`config.mk`:
```
export PLATFORM = sky130hd
export DESIGN_NAME = mrs_ram
export DESIGN_NICKNAME = d
export VERILOG_FILES = /design/src/hw/rtl/modbus_rtu_slave_engine_defines.svh /design/src/hw/rtl/mrs_pkg.sv /design/src/hw/rtl/mrs_ram.sv
export SDC_FILE = /design/constraint.sdc
export NUM_CORES = 2
export LEC_CHECK = 0
export BUFFER_PORTS_ARGS = -buffer_cell sky130_fd_sc_hd__buf_2
export CORE_ASPECT_RATIO = 1.75
export CORE_MARGIN = 10
export CORE_UTILIZATION = 65
export DETAILED_ROUTE_END_ITERATION = 8
export HOLD_SLACK_MARGIN = 0.03
export PLACE_DENSITY_LB_ADDON = 0.05
export SYNTH_ARGS = -nofsm -noshare
export SYNTH_HDL_FRONTEND = slang
export SYNTH_SLANG_ARGS = --single-unit
```
`constraint.sdc`:
```
create_clock -name clk_i -period 8.7 [get_ports clk_i]
set_clock_uncertainty 0.1 [all_clocks]
set_input_delay 0.435 -clock clk_i [delete_from_list [all_inputs] [get_ports clk_i]]
set_output_delay 0.435 -clock clk_i [all_outputs]
set_load 0.005 [all_outputs]
```
`src/hw/rtl/modbus_rtu_slave_engine_defines.svh`:
```
// Assertion macros shared by the RTL of the Modbus RTU slave engine.
`ifndef MODBUS_RTU_SLAVE_ENGINE_DEFINES_SVH
`define MODBUS_RTU_SLAVE_ENGINE_DEFINES_SVH

// Checked only while out of reset.
`define MRS_ASSERT(lbl, clk, rst_n, prop) \
  lbl: assert property (@(posedge clk) disable iff (!rst_n) (prop)) \
    else $error("mrs assertion failed");

// Checked on every edge, reset included.
`define MRS_ASSERT_ALWAYS(lbl, clk, prop) \
  lbl: assert property (@(posedge clk) (prop)) \
    else $error("mrs assertion failed");

`endif

```
`src/hw/rtl/mrs_pkg.sv`:
```
// Types and constants of the Modbus RTU slave engine.
package mrs_pkg;

  localparam logic [2:0] OP_RX_BYTE  = 3'd0;
  localparam logic [2:0] OP_EOF      = 3'd1;
  localparam logic [2:0] OP_WR_HOLD  = 3'd2;
  localparam logic [2:0] OP_WR_INPUT = 3'd3;
  localparam logic [2:0] OP_RD_HOLD  = 3'd4;
  localparam logic [2:0] OP_RD_INPUT = 3'd5;

  localparam logic [1:0] KIND_TX    = 2'd0;
  localparam logic [1:0] KIND_LOCAL = 2'd1;
  localparam logic [1:0] KIND_DROP  = 2'd2;

  localparam logic [2:0] EV_NONE     = 3'd0;
  localparam logic [2:0] EV_RD_HOLD  = 3'd1;
  localparam logic [2:0] EV_WRITE    = 3'd2;
  localparam logic [2:0] EV_RD_INPUT = 3'd3;
  localparam logic [2:0] EV_SHORT    = 3'd4;
  localparam logic [2:0] EV_FOREIGN  = 3'd5;
  localparam logic [2:0] EV_BAD      = 3'd6;
  localparam logic [2:0] EV_RANGE    = 3'd7;

  localparam logic [7:0] FN_RD_HOLD  = 8'd3;
  localparam logic [7:0] FN_RD_INPUT = 8'd4;
  localparam logic [7:0] FN_WR_HOLD  = 8'd6;

  localparam logic [7:0]  BROADCAST_ID = 8'd247;
  localparam logic [7:0]  DEV_ID_RESET = 8'd100;
  localparam logic [15:0] CRC_INIT     = 16'hFFFF;
  localparam logic [15:0] CRC_POLY     = 16'hA001;
  localparam int          WORD_W       = 16;

  typedef enum logic [3:0] {
    ST_CLEAR, ST_IDLE, ST_LREAD, ST_LEMIT, ST_DROP, ST_CHK, ST_DECIDE,
    ST_TX_HDR, ST_RD_REQ, ST_RD_WAIT, ST_TX_HI, ST_TX_LO, ST_CRCL, ST_CRCH
  } state_e;

  typedef struct packed {
    logic [1:0]  kind;
    logic [7:0]  tx_byte;
    logic [15:0] read_value;
    logic [2:0]  event_res;
    logic [6:0]  written_addr;
    logic [15:0] written_value;
    logic        last;
  } out_item_t;

endpackage

```
`src/hw/rtl/mrs_ram.sv`:
```
// Register file memory: one write port, one read port, registered read.
module mrs_ram #(
  parameter int DEPTH = 128,
  parameter int AW    = 7
) (
  input  logic                     clk_i,
  input  logic                     we_i,
  input  logic [AW-1:0]            waddr_i,
  input  logic [mrs_pkg::WORD_W-1:0] wdata_i,
  input  logic [AW-1:0]            raddr_i,
  output logic [mrs_pkg::WORD_W-1:0] rdata_o
);
  import mrs_pkg::*;

  logic [WORD_W-1:0] mem [DEPTH];

  always_ff @(posedge clk_i) begin
    if (we_i) begin
      mem[waddr_i] <= wdata_i;
    end
  end

  always_ff @(posedge clk_i) begin
    rdata_o <= mem[raddr_i];
  end

endmodule

```
==> reports/results.tsv <==
metric	value	unit
drive_above_1_share	33.28	%
cts_max_level	4	
max_slew_margin	10.34	%
cts_tree	built	
p_int	15.68	mW
hold-worst-slack	64.34	ps
p_clk_share	39.1	%
clk_pin_slew	60	ps
synth_area_leader_cell	edfxtp_1	
top_layer	met5	
synth_area_per_cell	25.44	sq um
dp_hpwl	109.0	mm
holdPathStages	1	
met1_length	62.31	mm
cts_hold_buf	12	
vias	34823	
setup_tns	0	ps
synth_edf_count	2048	
post-cts-setup-buffers	0	
numCtsBuffers	170	
cts.path.max_buffers	3	
drc	0	
initial_utilization	65.54	%
p_comb_share	5.0	%
drtPass1Iterations	5	
met3_length	13.34	mm
start_kind	input pin	
yosys-top-cells-count	edfxtp_1 (2,048), mux4_2 (672), nor2_1 (122), clkbuf_1 (82), buf_2 (52)	
postCtsResizedCells	0	
wl_per_cell	37.33	um
die_x	282.7	um
yosysWarnings	0	
synth_seq_cells	2064	
p_sw	4.018	mW
path_class	input pin to register	
overflow	0	
final_hold_viol_count	0	
yosysUniqueCellTypes	17	
async_flop_share	0	%
drt_wl_total	186.3	mm
wl_met2	100.5	mm
fin_area	87110	sq um
setup_violations	0	
worstMarginPinSlew	1345	ps
hold_class	input pin to register	
drtIter0Drc	4266	
path_max_fanout	67	
rsz0062_at_grt	no	
ir_drop	219.8	uV
syn-instance-count	3086	
placed_area	81400	sq um
fp.dieH	479.8	um
crit_required	9290	ps
place.gp.congestion	0.8235	
dp_slack	4297	ps
grt_pass1_wl	268.5	mm
clock-sinks	2064	
synth_top_flop_cell	edfxtp_1	
fmax	281.9	MHz
swShare	20.40	%
antenna_left	0	
die_area	135700	sq um
drv_slew	0	
syn-num-nets	3118	
seqPwrFrac	55.9	%
nets	3345	
synth.most_common_cell	edfxtp_1	
seq_area_frac_synth	78.73	%
p_leak	26.91	nW
io_pins	48	
via_per_inst	6.979	
cts_root_buf	clkbuf_16	
end_kind	register	
synthesis.area	78520	sq um
finalCritPeriodShare	40.78	%
antenna_found_initial	21	
worst_slack	5152	ps
drv_cap	0	
grt_max_degree	142	
core-area	119800	sq um
syn2layout_area_growth	10.94	%
outcome	finished clean	
arrival	4140	ps
io_buffers	47	
reg2regPathDepth	4	
period_needed	3548	ps
r2r_slack	6060	ps
p_per_area	226.1	nW/um^2
synthTopCellsByArea	edfxtp_1 (78%), mux4_2 (19%), nor2_1 (0.58%), dfxtp_1 (0.41%), clkbuf_1 (0.39%)	
synth.top_cell.area_share	78.32	%
clk_latency	810	ps
gr-usage-all-layers	28.61	%
first_global_vias	36377	
num_rows	168	
## placed cells by master (no fill, tap or decap), drive strengths merged
cell	n
nand4	3
nand2b	2
mux2	16
mux4	672
clkinv	61
or3	1
inv	8
nand3	12
nor3	9
dlygate4sd3	12
bufinv	19
buf	207
edfxtp	2048
nor2	122
dfxtp	16
diode	7
nor2b	7
nand2	14
clkinvlp	4
clkbuf	220
## cell type report
class,instances,area (sq um)
antenna,7,17.52
clock buffer,220,4599
clock inverter,92,973.4
fill,6605,32700
multi-input combinational,858,16070
sequential,2064,61820
tap,1530,1914
timing repair buffer,219,1720
## through the flow
stage	utilization [%]	total power, mW	cells
6_report	72.71	19.70	4990
5_1_grt	72.70	20.22	4986
4_1_cts	72.69	19.82	4983
3_5_place_dp	67.94	12.22	4659
3_3_place_gp	67.94	12.19	4659
2_1_floorplan	-	11.74	3086
## registers in the layout, indices dropped and copies added (netlist names)
name and count:
mem 2048, rdata_o 16
## power groups by stage
| stage | combinational (mW) | sequential, mW | clock, mW |
|---|---|---|---|
| CTS | 0.994 | 11.0 | 7.81 |
| floorplan | 0.537 | 11.2 | 0 |
| detailed placement | 0.988 | 11.2 | 0 |
| global route | 1.03 | 11.0 | 8.18 |
| global placement | 0.961 | 11.2 | 0 |
| finish | 0.981 | 11.0 | 7.70 |
## worst paths after layout
path / start / endpoint
worst max-delay path: raddr_i[0] / rdata_o[9]
worst max register to register: mem[79][9] / rdata_o[9]
worst min-delay path: wdata_i[6] / mem[13][6]
worst min register to register: mem[55][12] / rdata_o[12]
## critical path: stages
cell and delay (ps):
buf_8 530, buf_4 740, mux4_2 600, mux4_2 630
mux4_2 640, mux2_2 310
## cell families after synthesis
logic type / synth area share (%)
muxes: 19.50
DFF: 78.73
and+or+nand+nor: 0.8875
buffers and inverters: 0.8812
## metal layers
metal / vias to the layer above / GRT usage (%)
met5: - / 0
met4: 26 / 13.64
met3: 343 / 4.893
met2: 1574 / 49.14
li1: 13877 / -
met1: 19003 / 35.31
Note: power is estimated with default switching activity, not from simulation.
