File: config.mk
export PLATFORM = sky130hd
export DESIGN_NAME = mrs_crc
export DESIGN_NICKNAME = d
export VERILOG_FILES = /design/src/hw/rtl/modbus_rtu_slave_engine_defines.svh /design/src/hw/rtl/mrs_pkg.sv /design/src/hw/rtl/mrs_crc.sv
export SDC_FILE = /design/constraint.sdc
export NUM_CORES = 1
export LEC_CHECK = 0
export ABC_AREA = 1
export BUFFER_PORTS_ARGS = -buffer_cell sky130_fd_sc_hd__buf_4
export CORE_MARGIN = 2
export CORE_UTILIZATION = 40
export CTS_BUF_LIST = sky130_fd_sc_hd__clkbuf_8
export DETAILED_ROUTE_END_ITERATION = 6
export GPL_TIMING_DRIVEN = 0
export HOLD_SLACK_MARGIN = 0.12
export PLACE_DENSITY = 0.6
export SYNTH_ARGS = -nofsm -noshare
export SYNTH_HDL_FRONTEND = slang
export SYNTH_SLANG_ARGS = --single-unit
File: constraint.sdc
create_clock -name clk_i -period 1.6 [get_ports clk_i]
set_input_delay 0.16 -clock clk_i [delete_from_list [all_inputs] [get_ports clk_i]]
set_output_delay 0.16 -clock clk_i [all_outputs]
set_load 0.02 [all_outputs]
File: src/hw/rtl/modbus_rtu_slave_engine_defines.svh
// Assertion macros shared by the RTL of the Modbus RTU slave engine.
`ifndef MODBUS_RTU_SLAVE_ENGINE_DEFINES_SVH
`define MODBUS_RTU_SLAVE_ENGINE_DEFINES_SVH

// Checked only while out of reset.
`define MRS_ASSERT(lbl, clk, rst_n, prop) \
  lbl: assert property (@(posedge clk) disable iff (!rst_n) (prop)) \
    else $error("mrs assertion failed");

// Checked on every edge, reset included.
`define MRS_ASSERT_ALWAYS(lbl, clk, prop) \
  lbl: assert property (@(posedge clk) (prop)) \
    else $error("mrs assertion failed");

`endif

File: src/hw/rtl/mrs_pkg.sv
// Types and constants of the Modbus RTU slave engine.
package mrs_pkg;

  localparam logic [2:0] OP_RX_BYTE  = 3'd0;
  localparam logic [2:0] OP_EOF      = 3'd1;
  localparam logic [2:0] OP_WR_HOLD  = 3'd2;
  localparam logic [2:0] OP_WR_INPUT = 3'd3;
  localparam logic [2:0] OP_RD_HOLD  = 3'd4;
  localparam logic [2:0] OP_RD_INPUT = 3'd5;

  localparam logic [1:0] KIND_TX    = 2'd0;
  localparam logic [1:0] KIND_LOCAL = 2'd1;
  localparam logic [1:0] KIND_DROP  = 2'd2;

  localparam logic [2:0] EV_NONE     = 3'd0;
  localparam logic [2:0] EV_RD_HOLD  = 3'd1;
  localparam logic [2:0] EV_WRITE    = 3'd2;
  localparam logic [2:0] EV_RD_INPUT = 3'd3;
  localparam logic [2:0] EV_SHORT    = 3'd4;
  localparam logic [2:0] EV_FOREIGN  = 3'd5;
  localparam logic [2:0] EV_BAD      = 3'd6;
  localparam logic [2:0] EV_RANGE    = 3'd7;

  localparam logic [7:0] FN_RD_HOLD  = 8'd3;
  localparam logic [7:0] FN_RD_INPUT = 8'd4;
  localparam logic [7:0] FN_WR_HOLD  = 8'd6;

  localparam logic [7:0]  BROADCAST_ID = 8'd247;
  localparam logic [7:0]  DEV_ID_RESET = 8'd100;
  localparam logic [15:0] CRC_INIT     = 16'hFFFF;
  localparam logic [15:0] CRC_POLY     = 16'hA001;
  localparam int          WORD_W       = 16;

  typedef enum logic [3:0] {
    ST_CLEAR, ST_IDLE, ST_LREAD, ST_LEMIT, ST_DROP, ST_CHK, ST_DECIDE,
    ST_TX_HDR, ST_RD_REQ, ST_RD_WAIT, ST_TX_HI, ST_TX_LO, ST_CRCL, ST_CRCH
  } state_e;

  typedef struct packed {
    logic [1:0]  kind;
    logic [7:0]  tx_byte;
    logic [15:0] read_value;
    logic [2:0]  event_res;
    logic [6:0]  written_addr;
    logic [15:0] written_value;
    logic        last;
  } out_item_t;

endpackage

File: src/hw/rtl/mrs_crc.sv
// CRC-16 accumulator, one byte per cycle while en_i is high.
module mrs_crc (
  input  logic        clk_i,
  input  logic        rst_ni,
  input  logic        init_i,
  input  logic        en_i,
  input  logic [7:0]  byte_i,
  output logic [15:0] crc_o
);
  import mrs_pkg::*;

  logic [15:0] crc_q, crc_d;

  always_comb begin
    logic [15:0] c;
    c = crc_q ^ {8'h00, byte_i};
    for (int b = 0; b < 8; b++) begin
      if (c[0]) begin
        c = (c >> 1) ^ CRC_POLY;
      end else begin
        c = c >> 1;
      end
    end
    crc_d = c;
  end

  always_ff @(posedge clk_i or negedge rst_ni) begin
    if (!rst_ni) begin
      crc_q <= CRC_INIT;
    end else if (init_i) begin
      crc_q <= CRC_INIT;
    end else if (en_i) begin
      crc_q <= crc_d;
    end
  end

  assign crc_o = crc_q;

endmodule

==> results of run 1 <==
## timing repair
action / 4_1_cts / 5_1_grt
hold endpoints to repair: 17 / 0
hold buffers: 2 / 0
endpoints found under the setup margin: 0 / 2
buffers inserted: 0 / 5
resized for setup: 0 / 21
## logic make-up (layout without fill, tap and decap cells)
logic type | count (synthesis) | count (layout) | share of synthesized area (%)
xor+xnor | 7 | 7 | 6.411
flops | 16 | 16 | 39.16
compound gates | 18 | 18 | 10.49
simple gates | 82 | 82 | 35.20
buf+inv | 25 | 63 | 8.741
## through the flow
step           hold slack, ns  std cells  power [mW]  setup TNS, ns
2_1_floorplan         0.01216        148      0.7784              0
3_3_place_gp           0.2661        205      0.9113              0
3_5_place_dp           0.2605        205      0.9189              0
4_1_cts                0.1428        211       1.293              0
5_1_grt                0.1471        216       1.419       -0.07994
6_report               0.1417        216       1.331              0
## power by group
group | total [mW] | internal [mW] | switching (mW)
Clock | 0.360 | 0.218 | 0.142
Sequential | 0.505 | 0.469 | 0.0357
Combinational | 0.465 | 0.189 | 0.277
Total | 1.33 | 0.876 | 0.454
## routing by layer
layer / routed length (um) / vias to the layer above / part of all wire (%)
met5: 0 / - / 0
met3: 118 / 3 / 4.5
li1: - / 536 / -
met1: 1176 / 483 / 45
met2: 1305 / 26 / 50
met4: 8 / 0 / 0.31
## how the worst max path moves through the flow
| stage | start | to | slack (ns) |
|---|---|---|---|
| after global routing | crc_o[0] | crc_o[0] | -0.06 |
| after floorplan | crc_o[3] | crc_o[0] | 0.14 |
| after detailed placement | crc_o[6] | crc_o[0] | 0.06 |
| after CTS | crc_o[6] | crc_o[0] | 0.03 |
| final | crc_o[5] | crc_o[0] | 0.07 |
| after global placement | crc_o[1] | crc_o[0] | 0.09 |
## layout make-up
type | count | area, um^2
fill | 250 | 1008
multi-input combinational | 107 | 624.3
sequential | 16 | 420.4
timing repair buffer | 34 | 260.3
inverter | 25 | 93.84
clock buffer | 4 | 55.05
tap | 30 | 37.54
## worst reg2reg max path: stages, from the launching register on
cell     delay [ns]
dfstp_2        0.56
inv_2          0.05
nand2_1        0.06
nand2_2        0.09
nand2_2        0.10
nand2_4        0.06
nand2_1        0.06
nand2_1        0.08
nand2_1        0.08
nand3_2        0.08
nand3_1        0.12
nand3_2        0.08
nand2_1        0.06
## synthesized netlist by cell type
| cell type | instances | area share [%] |
|---|---|---|
| a22oi_1 | 3 | 2.1 |
| nand2_2 | 18 | 10 |
| nand3_2 | 3 | 2.8 |
| nand2_1 | 50 | 17 |
| a32oi_1 | 2 | 1.6 |
| a21oi_1 | 5 | 2.3 |
| a31oi_1 | 2 | 1.2 |
| inv_2 | 7 | 2.4 |
| xor2_1 | 4 | 3.3 |
| xnor2_1 | 2 | 1.6 |
| o21ai_0 | 2 | 0.93 |
| nand3_1 | 3 | 1.4 |
| nor2_2 | 1 | 0.58 |
| dfstp_2 | 16 | 39 |
| nor2_1 | 7 | 2.4 |
| o22ai_1 | 4 | 2.3 |
| xnor2_2 | 1 | 1.5 |
| inv_1 | 18 | 6.3 |
==> impl_metrics.env, run 1 <==
export IMPL_synth_cell_types=18
export IMPL_diodes=0
export IMPL_fp_dieW_um=55.81
export IMPL_cpPeakStageDelay_ns=0.56
export IMPL_holdPathStages=3
export IMPL_crit_buf_inv=1
export IMPL_path_clk_slew_ns=0.07
export IMPL_initialDrtViolationCount=17
export IMPL_grt_max_degree=17
export IMPL_numCtsBuffers=3
export IMPL_start_util_pct=42.94
export IMPL_num_io_pins=28
export IMPL_worstRegToRegCells=12
export IMPL_path_depth=12
export IMPL_syn_to_final_growth_pct=38.93
export IMPL_cts_sinks=16
export IMPL_slew_headroom_pct=56.84
export IMPL_root_buffer="clkbuf_8"
export IMPL_drive_gt1_share_pct=53.23
export IMPL_std_cell_rows=18
export IMPL_setup_violations=0
export IMPL_ys_warnings_count=0
export IMPL_grt_busiest_layer="met2"
export IMPL_finalClockSkew_ns=0.003676
export IMPL_cts_tree="built"
export IMPL_cpMostUsedCell="nand2_1"
export IMPL_synth_fp_nets=160
export IMPL_htree_levels=1
export IMPL_overflow=0
export IMPL_max_cap_violations=0
export IMPL_crit_path_end_kind="register"
export IMPL_cts_max_path_buffers=2
export IMPL_status="finished clean"
export IMPL_first_pass_iters=4
export IMPL_r2r_end="crc_o[0]"
export IMPL_wl_um=2609
export IMPL_coreArea_um2=2500
export IMPL_critPathMaxFanout=4
export IMPL_final_common_cell="nand2_1"
export IMPL_num_nets_final=199
export IMPL_final_util_pct=59.66
export IMPL_dp_slack_ns=0.06052
export IMPL_vias=1048
export IMPL_startpoint_type="register"
export IMPL_path_class="reg2reg"
export IMPL_antenna_found_initial=0
export IMPL_fin_crit_sh_pct=95.65
export IMPL_hold_viol_final=0
export IMPL_grt_usage_pct=17.71
export IMPL_syn_area_per_cell_um2=7.254
export IMPL_fin_area_um2=1491
export IMPL_place_congestion=0.7975
export IMPL_portBuffers=27
export IMPL_clock_latency_ns=0.25
export IMPL_dp_hpwl_um=1920
export IMPL_period_minus_slack_ns=1.530
export IMPL_worst_slack_ns=0.06963
export IMPL_max_freq_mhz=653.4
export IMPL_peakVddDrop_uv=639.2
export IMPL_largest_register_ffs=16
export IMPL_crit_chain="inv_2, nand2_1, nand2_2, nand2_2, nand2_4, nand2_1, nand2_1, nand2_1, nand3_2, nand3_1, nand3_2, nand2_1"
export IMPL_p_leak_nw=0.7702
export IMPL_r2r_start="crc_o[5]"
export IMPL_rsz0062_at_grt="yes"
export IMPL_slowest_stage="dfstp_2"
export IMPL_hold_path_end="crc_o[0]"
export IMPL_worst_ep_required_time_ns=1.80
export IMPL_cp_arrival_ns=1.73
export IMPL_path_delay_family="simple AND/OR/NAND/NOR gates"
export IMPL_tightest_slew_ns=0.6450
export IMPL_holdCritPathClass="in2reg"
export IMPL_grt_first_pass_wirelength_um=4422
export IMPL_grt_pass1_vias=1012
export IMPL_dieArea_um2=3114
export IMPL_grt_util_met2_pct=28.74
export IMPL_grt_util_met1_pct=23.95
export IMPL_netlist_area_um2=1074
export IMPL_final_cell_mix="nand2_1 (34), buf_4 (32), nand2_2 (30)"
export IMPL_r2r_slack_ns=0.07
export IMPL_worstHoldStart="init_i"
export IMPL_viasPerCell=4.852
export IMPL_drcViolationCount=0
export IMPL_ys_ff_latch=16
export IMPL_synth_cells=148
export IMPL_wl_per_cell_um=12.08
export IMPL_seq_area_frac_synth_pct=39.16
export IMPL_dieHeight_um=55.81
export IMPL_final_antenna_net_count=0
export IMPL_finalMaxSlewViolations=0
export IMPL_postPlaceCellArea_um2=1314
export IMPL_use_met3_pct=4.651
export IMPL_cellPowerDensity_nw_per_um2=892.4
Note: power is estimated with default switching activity, not from simulation.
==> run 2, diff against run 1 <==
--- a/config.mk
+++ b/config.mk
@@ -5,7 +5,6 @@
 export SDC_FILE = /design/constraint.sdc
 export NUM_CORES = 1
 export LEC_CHECK = 0
-export ABC_AREA = 1
 export BUFFER_PORTS_ARGS = -buffer_cell sky130_fd_sc_hd__buf_4
 export CORE_MARGIN = 2
 export CORE_UTILIZATION = 40
@@ -13,7 +12,7 @@
 export DETAILED_ROUTE_END_ITERATION = 6
 export GPL_TIMING_DRIVEN = 0
 export HOLD_SLACK_MARGIN = 0.12
-export PLACE_DENSITY = 0.6
+export PLACE_DENSITY = 0.62
 export SYNTH_ARGS = -nofsm -noshare
 export SYNTH_HDL_FRONTEND = slang
 export SYNTH_SLANG_ARGS = --single-unit
==> impl_metrics.env, run 2 <==
export IMPL_rsz0062_at_grt="yes"
export IMPL_synthMostInstantiatedCell="dfstp_2"
export IMPL_root_buffer="clkbuf_8"
export IMPL_status="complete, but fails checks"
export IMPL_hold_viol_final=0
export IMPL_period_minus_slack_ns=1.756
export IMPL_syn_area_per_cell_um2=10.55
export IMPL_final_common_cell="buf_4"
export IMPL_std_cell_rows=17
export IMPL_crit_path_end_kind="register"
export IMPL_num_nets_final=135
export IMPL_largest_register_ffs=16
export IMPL_ys_warnings_count=0
export IMPL_ys_ff_latch=16
export IMPL_critPathMaxFanout=5
export IMPL_seq_area_frac_synth_pct=46.86
export IMPL_path_clk_slew_ns=0.06
export IMPL_cp_arrival_ns=1.93
export IMPL_drcViolationCount=0
export IMPL_dieHeight_um=51.36
export IMPL_synth_cell_types=19
export IMPL_vias=712
export IMPL_grt_max_degree=17
export IMPL_p_leak_nw=0.5708
export IMPL_cts_max_path_buffers=2
export IMPL_finalMaxSlewViolations=0
export IMPL_timing_setup_tns_ns=-0.4328
export IMPL_cpPeakStageDelay_ns=0.59
export IMPL_switching_share_pct=34.10
export IMPL_worst_ep_required_time_ns=1.78
export IMPL_final_util_pct=61.59
export IMPL_num_io_pins=28
export IMPL_violations="negative setup slack"
export IMPL_r2r_end="crc_o[14]"
export IMPL_portBuffers=27
export IMPL_synthTopCellsByArea="dfstp_2 (47%), xnor2_1 (13%), or2_2 (4.9%), xor2_1 (4.9%), a21oi_1 (4.5%)"
export IMPL_viasPerCell=4.747
export IMPL_grt_pass1_vias=685
export IMPL_seq_power_share_pct=32.8
export IMPL_fp_dieW_um=51.36
export IMPL_cellPowerDensity_nw_per_um2=1397
export IMPL_peakVddDrop_uv=970.4
export IMPL_worstHoldStart="init_i"
export IMPL_postPlaceCellArea_um2=1157
export IMPL_p_clk_share_pct=19.0
export IMPL_netlist_area_um2=897.1
export IMPL_cts_sinks=16
export IMPL_fin_crit_sh_pct=109.7
export IMPL_setup_violations=3
export IMPL_holdPathStages=2
export IMPL_async_flop_share_pct=100.0
export IMPL_synth_cells=85
export IMPL_finalClockSkew_ns=0.003158
export IMPL_path_class="reg2reg"
export IMPL_wl_per_cell_um=13.09
export IMPL_r2r_slack_ns=-0.16
export IMPL_p_comb_share_pct=48.2
export IMPL_synth_fp_nets=97
export IMPL_max_freq_mhz=569.5
export IMPL_holdCritPathClass="in2reg"
export IMPL_coreArea_um2=2170
export IMPL_numCtsBuffers=3
export IMPL_initialDrtViolationCount=3
export IMPL_dp_hpwl_um=1368
export IMPL_start_util_pct=41.35
export IMPL_ys_top_cells_by_count="dfstp_2 (16), xnor2_1 (13), nor2_1 (9), a21oi_1 (8), or2_2 (7)"
export IMPL_overflow=0
export IMPL_p_int_mw=1.231
export IMPL_final_antenna_net_count=0
export IMPL_synth_largest_area_cell="dfstp_2"
export IMPL_dieArea_um2=2637
export IMPL_syn_to_final_growth_pct=48.95
export IMPL_fin_area_um2=1336
export IMPL_antenna_found_initial=0
export IMPL_grt_first_pass_wirelength_um=3249
export IMPL_total_power_mw=1.867
export IMPL_drive_gt1_share_pct=63.11
export IMPL_synth_edff_count=0
export IMPL_crit_chain="xnor2_4, xnor2_2, xnor3_2, and3_1, nor3_2"
export IMPL_tightest_slew_ns=0.4753
export IMPL_htree_levels=1
export IMPL_switchingPower_mw=0.6367
export IMPL_worstRegToRegCells=5
export IMPL_place_congestion=0.7022
export IMPL_synth_main_ff_cell="dfstp_2"
export IMPL_worst_slack_ns=-0.1559
export IMPL_hold_path_end="crc_o[12]"
export IMPL_clock_latency_ns=0.25
export IMPL_slew_headroom_pct=68.31
export IMPL_r2r_start="crc_o[1]"
export IMPL_diodes=0
export IMPL_grt_usage_pct=17.06
export IMPL_max_cap_violations=0
export IMPL_startpoint_type="register"
export IMPL_synth_top_area_share_pct=46.86
export IMPL_cts_tree="built"
export IMPL_slowest_stage="dfstp_2"
export IMPL_first_pass_iters=4
export IMPL_final_cell_mix="buf_4 (32), dfstp_2 (16), nor2_1 (9)"
export IMPL_wl_um=1963
## run 2: critical path, delay by kind of cell, from the launching register on
family | cells | cell delay (ns)
DFF | 1 | 0.59
and+or+nand+nor | 2 | 0.30
xor gates and xnor gates | 3 | 0.80
## run 2: how the worst max path moves through the flow
stage | from | end | slack [ns]
after global placement | crc_o[1] | crc_o[15] | -0.26
after detailed placement | crc_o[1] | crc_o[15] | -0.26
final | crc_o[1] | crc_o[14] | -0.16
after CTS | crc_o[5] | crc_o[14] | -0.20
after floorplan | crc_o[1] | crc_o[14] | -0.18
after global routing | crc_o[1] | crc_o[15] | -0.22
## run 2: area by class of cell
type	instances	area, um^2
Tap cell	28	35.03
Inverter	1	3.754
Sequential cell	16	420.4
Buffer	3	11.26
Clock buffer	4	55.05
Multi-Input combinational cell	65	560.5
Fill cell	197	833.3
Timing Repair Buffer	33	250.2
## run 2: power groups by stage
| stage | clock network (mW) | registers (mW) | logic, mW |
|---|---|---|---|
| 6_report | 0.355 | 0.612 | 0.901 |
| 5_1_grt | 0.382 | 0.628 | 0.970 |
| 2_1_floorplan | 0 | 0.707 | 0.443 |
| 4_1_cts | 0.367 | 0.610 | 0.804 |
| 3_5_place_dp | 0 | 0.615 | 0.761 |
| 3_3_place_gp | 0 | 0.611 | 0.755 |
## run 2: per-layer routing
layer / GRT usage [%] / routed length [um] / vias to the layer above
met4: 9.211 / 25 / 0
met1: 23.68 / 916 / 342
met2: 24.89 / 945 / 13
met3: 3.509 / 74 / 2
met5: 0 / 0 / -
li1: - / - / 355
## run 2: through the flow
stage	setup slack (ns)	cells	hold slack (ns)
global placement	-0.2592	140	0.2601
floorplan	-0.1833	85	0.01216
CTS	-0.2000	148	0.1712
finish	-0.1559	150	0.1793
detailed placement	-0.2554	140	0.2593
global route	-0.2208	150	0.1848
## run 2: cell families (layout without fill, tap and decap cells)
group	Yosys count	count (layout)	synth area share, %
and+or+nand+nor	30	30	18.41
DFF	16	16	46.86
AOI/OAI and AO/OA	15	15	11.02
buffers and inverters	4	41	1.673
xor gates and xnor gates	20	20	22.04
## run 2: timing repair
| item | in CTS | in global routing |
|---|---|---|
| setup endpoints to repair | 3 | 5 |
| gates resized for setup | 4 | 8 |
| pin swaps | 3 | 5 |
| endpoints found under the hold margin | 16 | 0 |
| cloned | 0 | 0 |
| hold buffers | 1 | 0 |
| setup buffers | 3 | 2 |
==> run 3, diff against run 2 <==
--- a/config.mk
+++ b/config.mk
@@ -12,7 +12,7 @@
 export DETAILED_ROUTE_END_ITERATION = 6
 export GPL_TIMING_DRIVEN = 0
 export HOLD_SLACK_MARGIN = 0.12
-export PLACE_DENSITY = 0.62
+export PLACE_DENSITY = 0.69
 export SYNTH_ARGS = -nofsm -noshare
 export SYNTH_HDL_FRONTEND = slang
 export SYNTH_SLANG_ARGS = --single-unit
==> impl_metrics.env, run 3 (same netlist as run 2, synthesis figures left out) <==
export IMPL_status="complete, but fails checks"
export IMPL_violations="negative setup slack"
export IMPL_dp_hpwl_um=1372
export IMPL_grt_pass1_vias=761
export IMPL_path_clk_slew_ns=0.07
export IMPL_cts_sinks=16
export IMPL_dp_cells=140
export IMPL_setup_violations=3
export IMPL_p_leak_nw=0.5721
export IMPL_path_class="reg2reg"
export IMPL_grt_first_pass_wirelength_um=3374
export IMPL_dieArea_um2=2637
export IMPL_cp_arrival_ns=1.98
export IMPL_dieHeight_um=51.36
export IMPL_wl_per_cell_um=13.85
export IMPL_num_nets_final=135
export IMPL_diodes=0
export IMPL_final_antenna_net_count=0
export IMPL_slew_headroom_pct=68.17
export IMPL_rsz0062_at_grt="yes"
export IMPL_first_pass_iters=4
export IMPL_clock_latency_ns=0.25
export IMPL_numCtsBuffers=3
export IMPL_period_minus_slack_ns=1.799
export IMPL_htree_levels=1
export IMPL_worst_slack_ns=-0.1990
export IMPL_holdCritPathClass="in2reg"
export IMPL_tightest_slew_ns=0.4775
export IMPL_max_freq_mhz=555.9
export IMPL_critPathMaxFanout=5
export IMPL_finalMaxSlewViolations=0
export IMPL_crit_path_end_kind="register"
export IMPL_worst_ep_required_time_ns=1.78
export IMPL_wl_um=2078
export IMPL_grt_max_degree=17
export IMPL_fp_dieW_um=51.36
export IMPL_drcViolationCount=0
export IMPL_final_cell_mix="buf_4 (32), dfstp_2 (16), nor2_1 (9)"
export IMPL_finalNonFillerCells=150
export IMPL_coreArea_um2=2170
export IMPL_cts_max_path_buffers=2
export IMPL_syn_to_final_growth_pct=50.21
export IMPL_startpoint_type="register"
export IMPL_initialDrtViolationCount=7
export IMPL_antenna_found_initial=0
export IMPL_viasPerCell=4.807
export IMPL_fin_crit_sh_pct=112.4
export IMPL_peakVddDrop_uv=835.1
export IMPL_max_cap_violations=0
export IMPL_final_common_cell="buf_4"
export IMPL_timing_setup_tns_ns=-0.5767
export IMPL_drive_gt1_share_pct=64.75
export IMPL_std_cell_rows=17
export IMPL_root_buffer="clkbuf_8"
export IMPL_cellPowerDensity_nw_per_um2=1429
export IMPL_hold_viol_final=0
export IMPL_finalClockSkew_ns=0.007208
export IMPL_vias=721
export IMPL_cts_tree="built"
export IMPL_largest_register_ffs=16
export IMPL_fill_cells=201
export IMPL_grt_usage_pct=17.55
export IMPL_portBuffers=27
export IMPL_start_util_pct=41.35
export IMPL_overflow=0
export IMPL_place_congestion=0.7675
export IMPL_num_io_pins=28
[run 3: cell counts in the layout (fill, tap and decap cells not counted)]
No cell type changed its count.
[run 3: what timing repair did]
action	CTS	global route
pin swaps	3	3
endpoints found under the setup margin	3	5
endpoints found under the hold margin	16	0
gates resized for setup	9	5
hold buffers	1	0
buffers inserted	2	3
[run 3: final timing paths]
check	start	endpoint	slack, ns	depth (start not counted)
worst max-delay path	crc_o[0]	crc_o[15]	-0.20	5
worst min-delay path	init_i	crc_o[6]	0.17	2
worst max register to register	crc_o[0]	crc_o[15]	-0.20	5
worst min register to register	crc_o[11]	crc_o[11]	0.54	2
max in group asynchronous	rst_ni	crc_o[1]	1.04	2
min in group asynchronous	rst_ni	crc_o[13]	0.53	2
[run 3: layer usage]
metal,GRT usage [%],part of all wire (%)
met1,22.70,44
met3,3.801,3.2
met4,10.09,1.3
met2,27.06,51
met5,0,0
[run 3: layout make-up]
type                    instances  area, um^2  area share, %
multi-input cells              65       571.8          42.43
flip-flops and latches         16       420.4          31.20
repair buffers                 33       250.2          18.57
clock buffers                   4       55.05          4.085
well taps                      28       35.03          2.600
plain buffers                   3       11.26         0.8357
inverters                       1       3.754         0.2786
[run 3: power by group]
part | switching (mW) | internal, mW
clock network | 0.139 | 0.218
logic | 0.446 | 0.496
registers | 0.0883 | 0.539
total | 0.673 | 1.25
[run 3: metrics by stage]
| step | area, um^2 | setup slack, ns | hold slack [ns] | power, mW | utilization, % |
|---|---|---|---|---|---|
| 6_report | 1348 | -0.1990 | 0.1737 | 1.926 | 62.11 |
| 5_1_grt | 1348 | -0.2493 | 0.1834 | 2.044 | 62.11 |
| 4_1_cts | 1292 | -0.2044 | 0.1726 | 1.813 | 59.57 |
| 3_5_place_dp | 1157 | -0.2788 | 0.2559 | 1.377 | 53.34 |
| 3_3_place_gp | 1157 | -0.2002 | 0.2587 | 1.362 | 53.34 |
| 2_1_floorplan | 919.6 | -0.1833 | 0.01216 | 1.150 | - |
[run 3: critical path: stages (launching register included)]
cell	delay, ns
dfstp_2	0.60
xnor2_4	0.15
xnor2_2	0.14
xnor3_2	0.52
and3_1	0.21
nor3_2	0.10
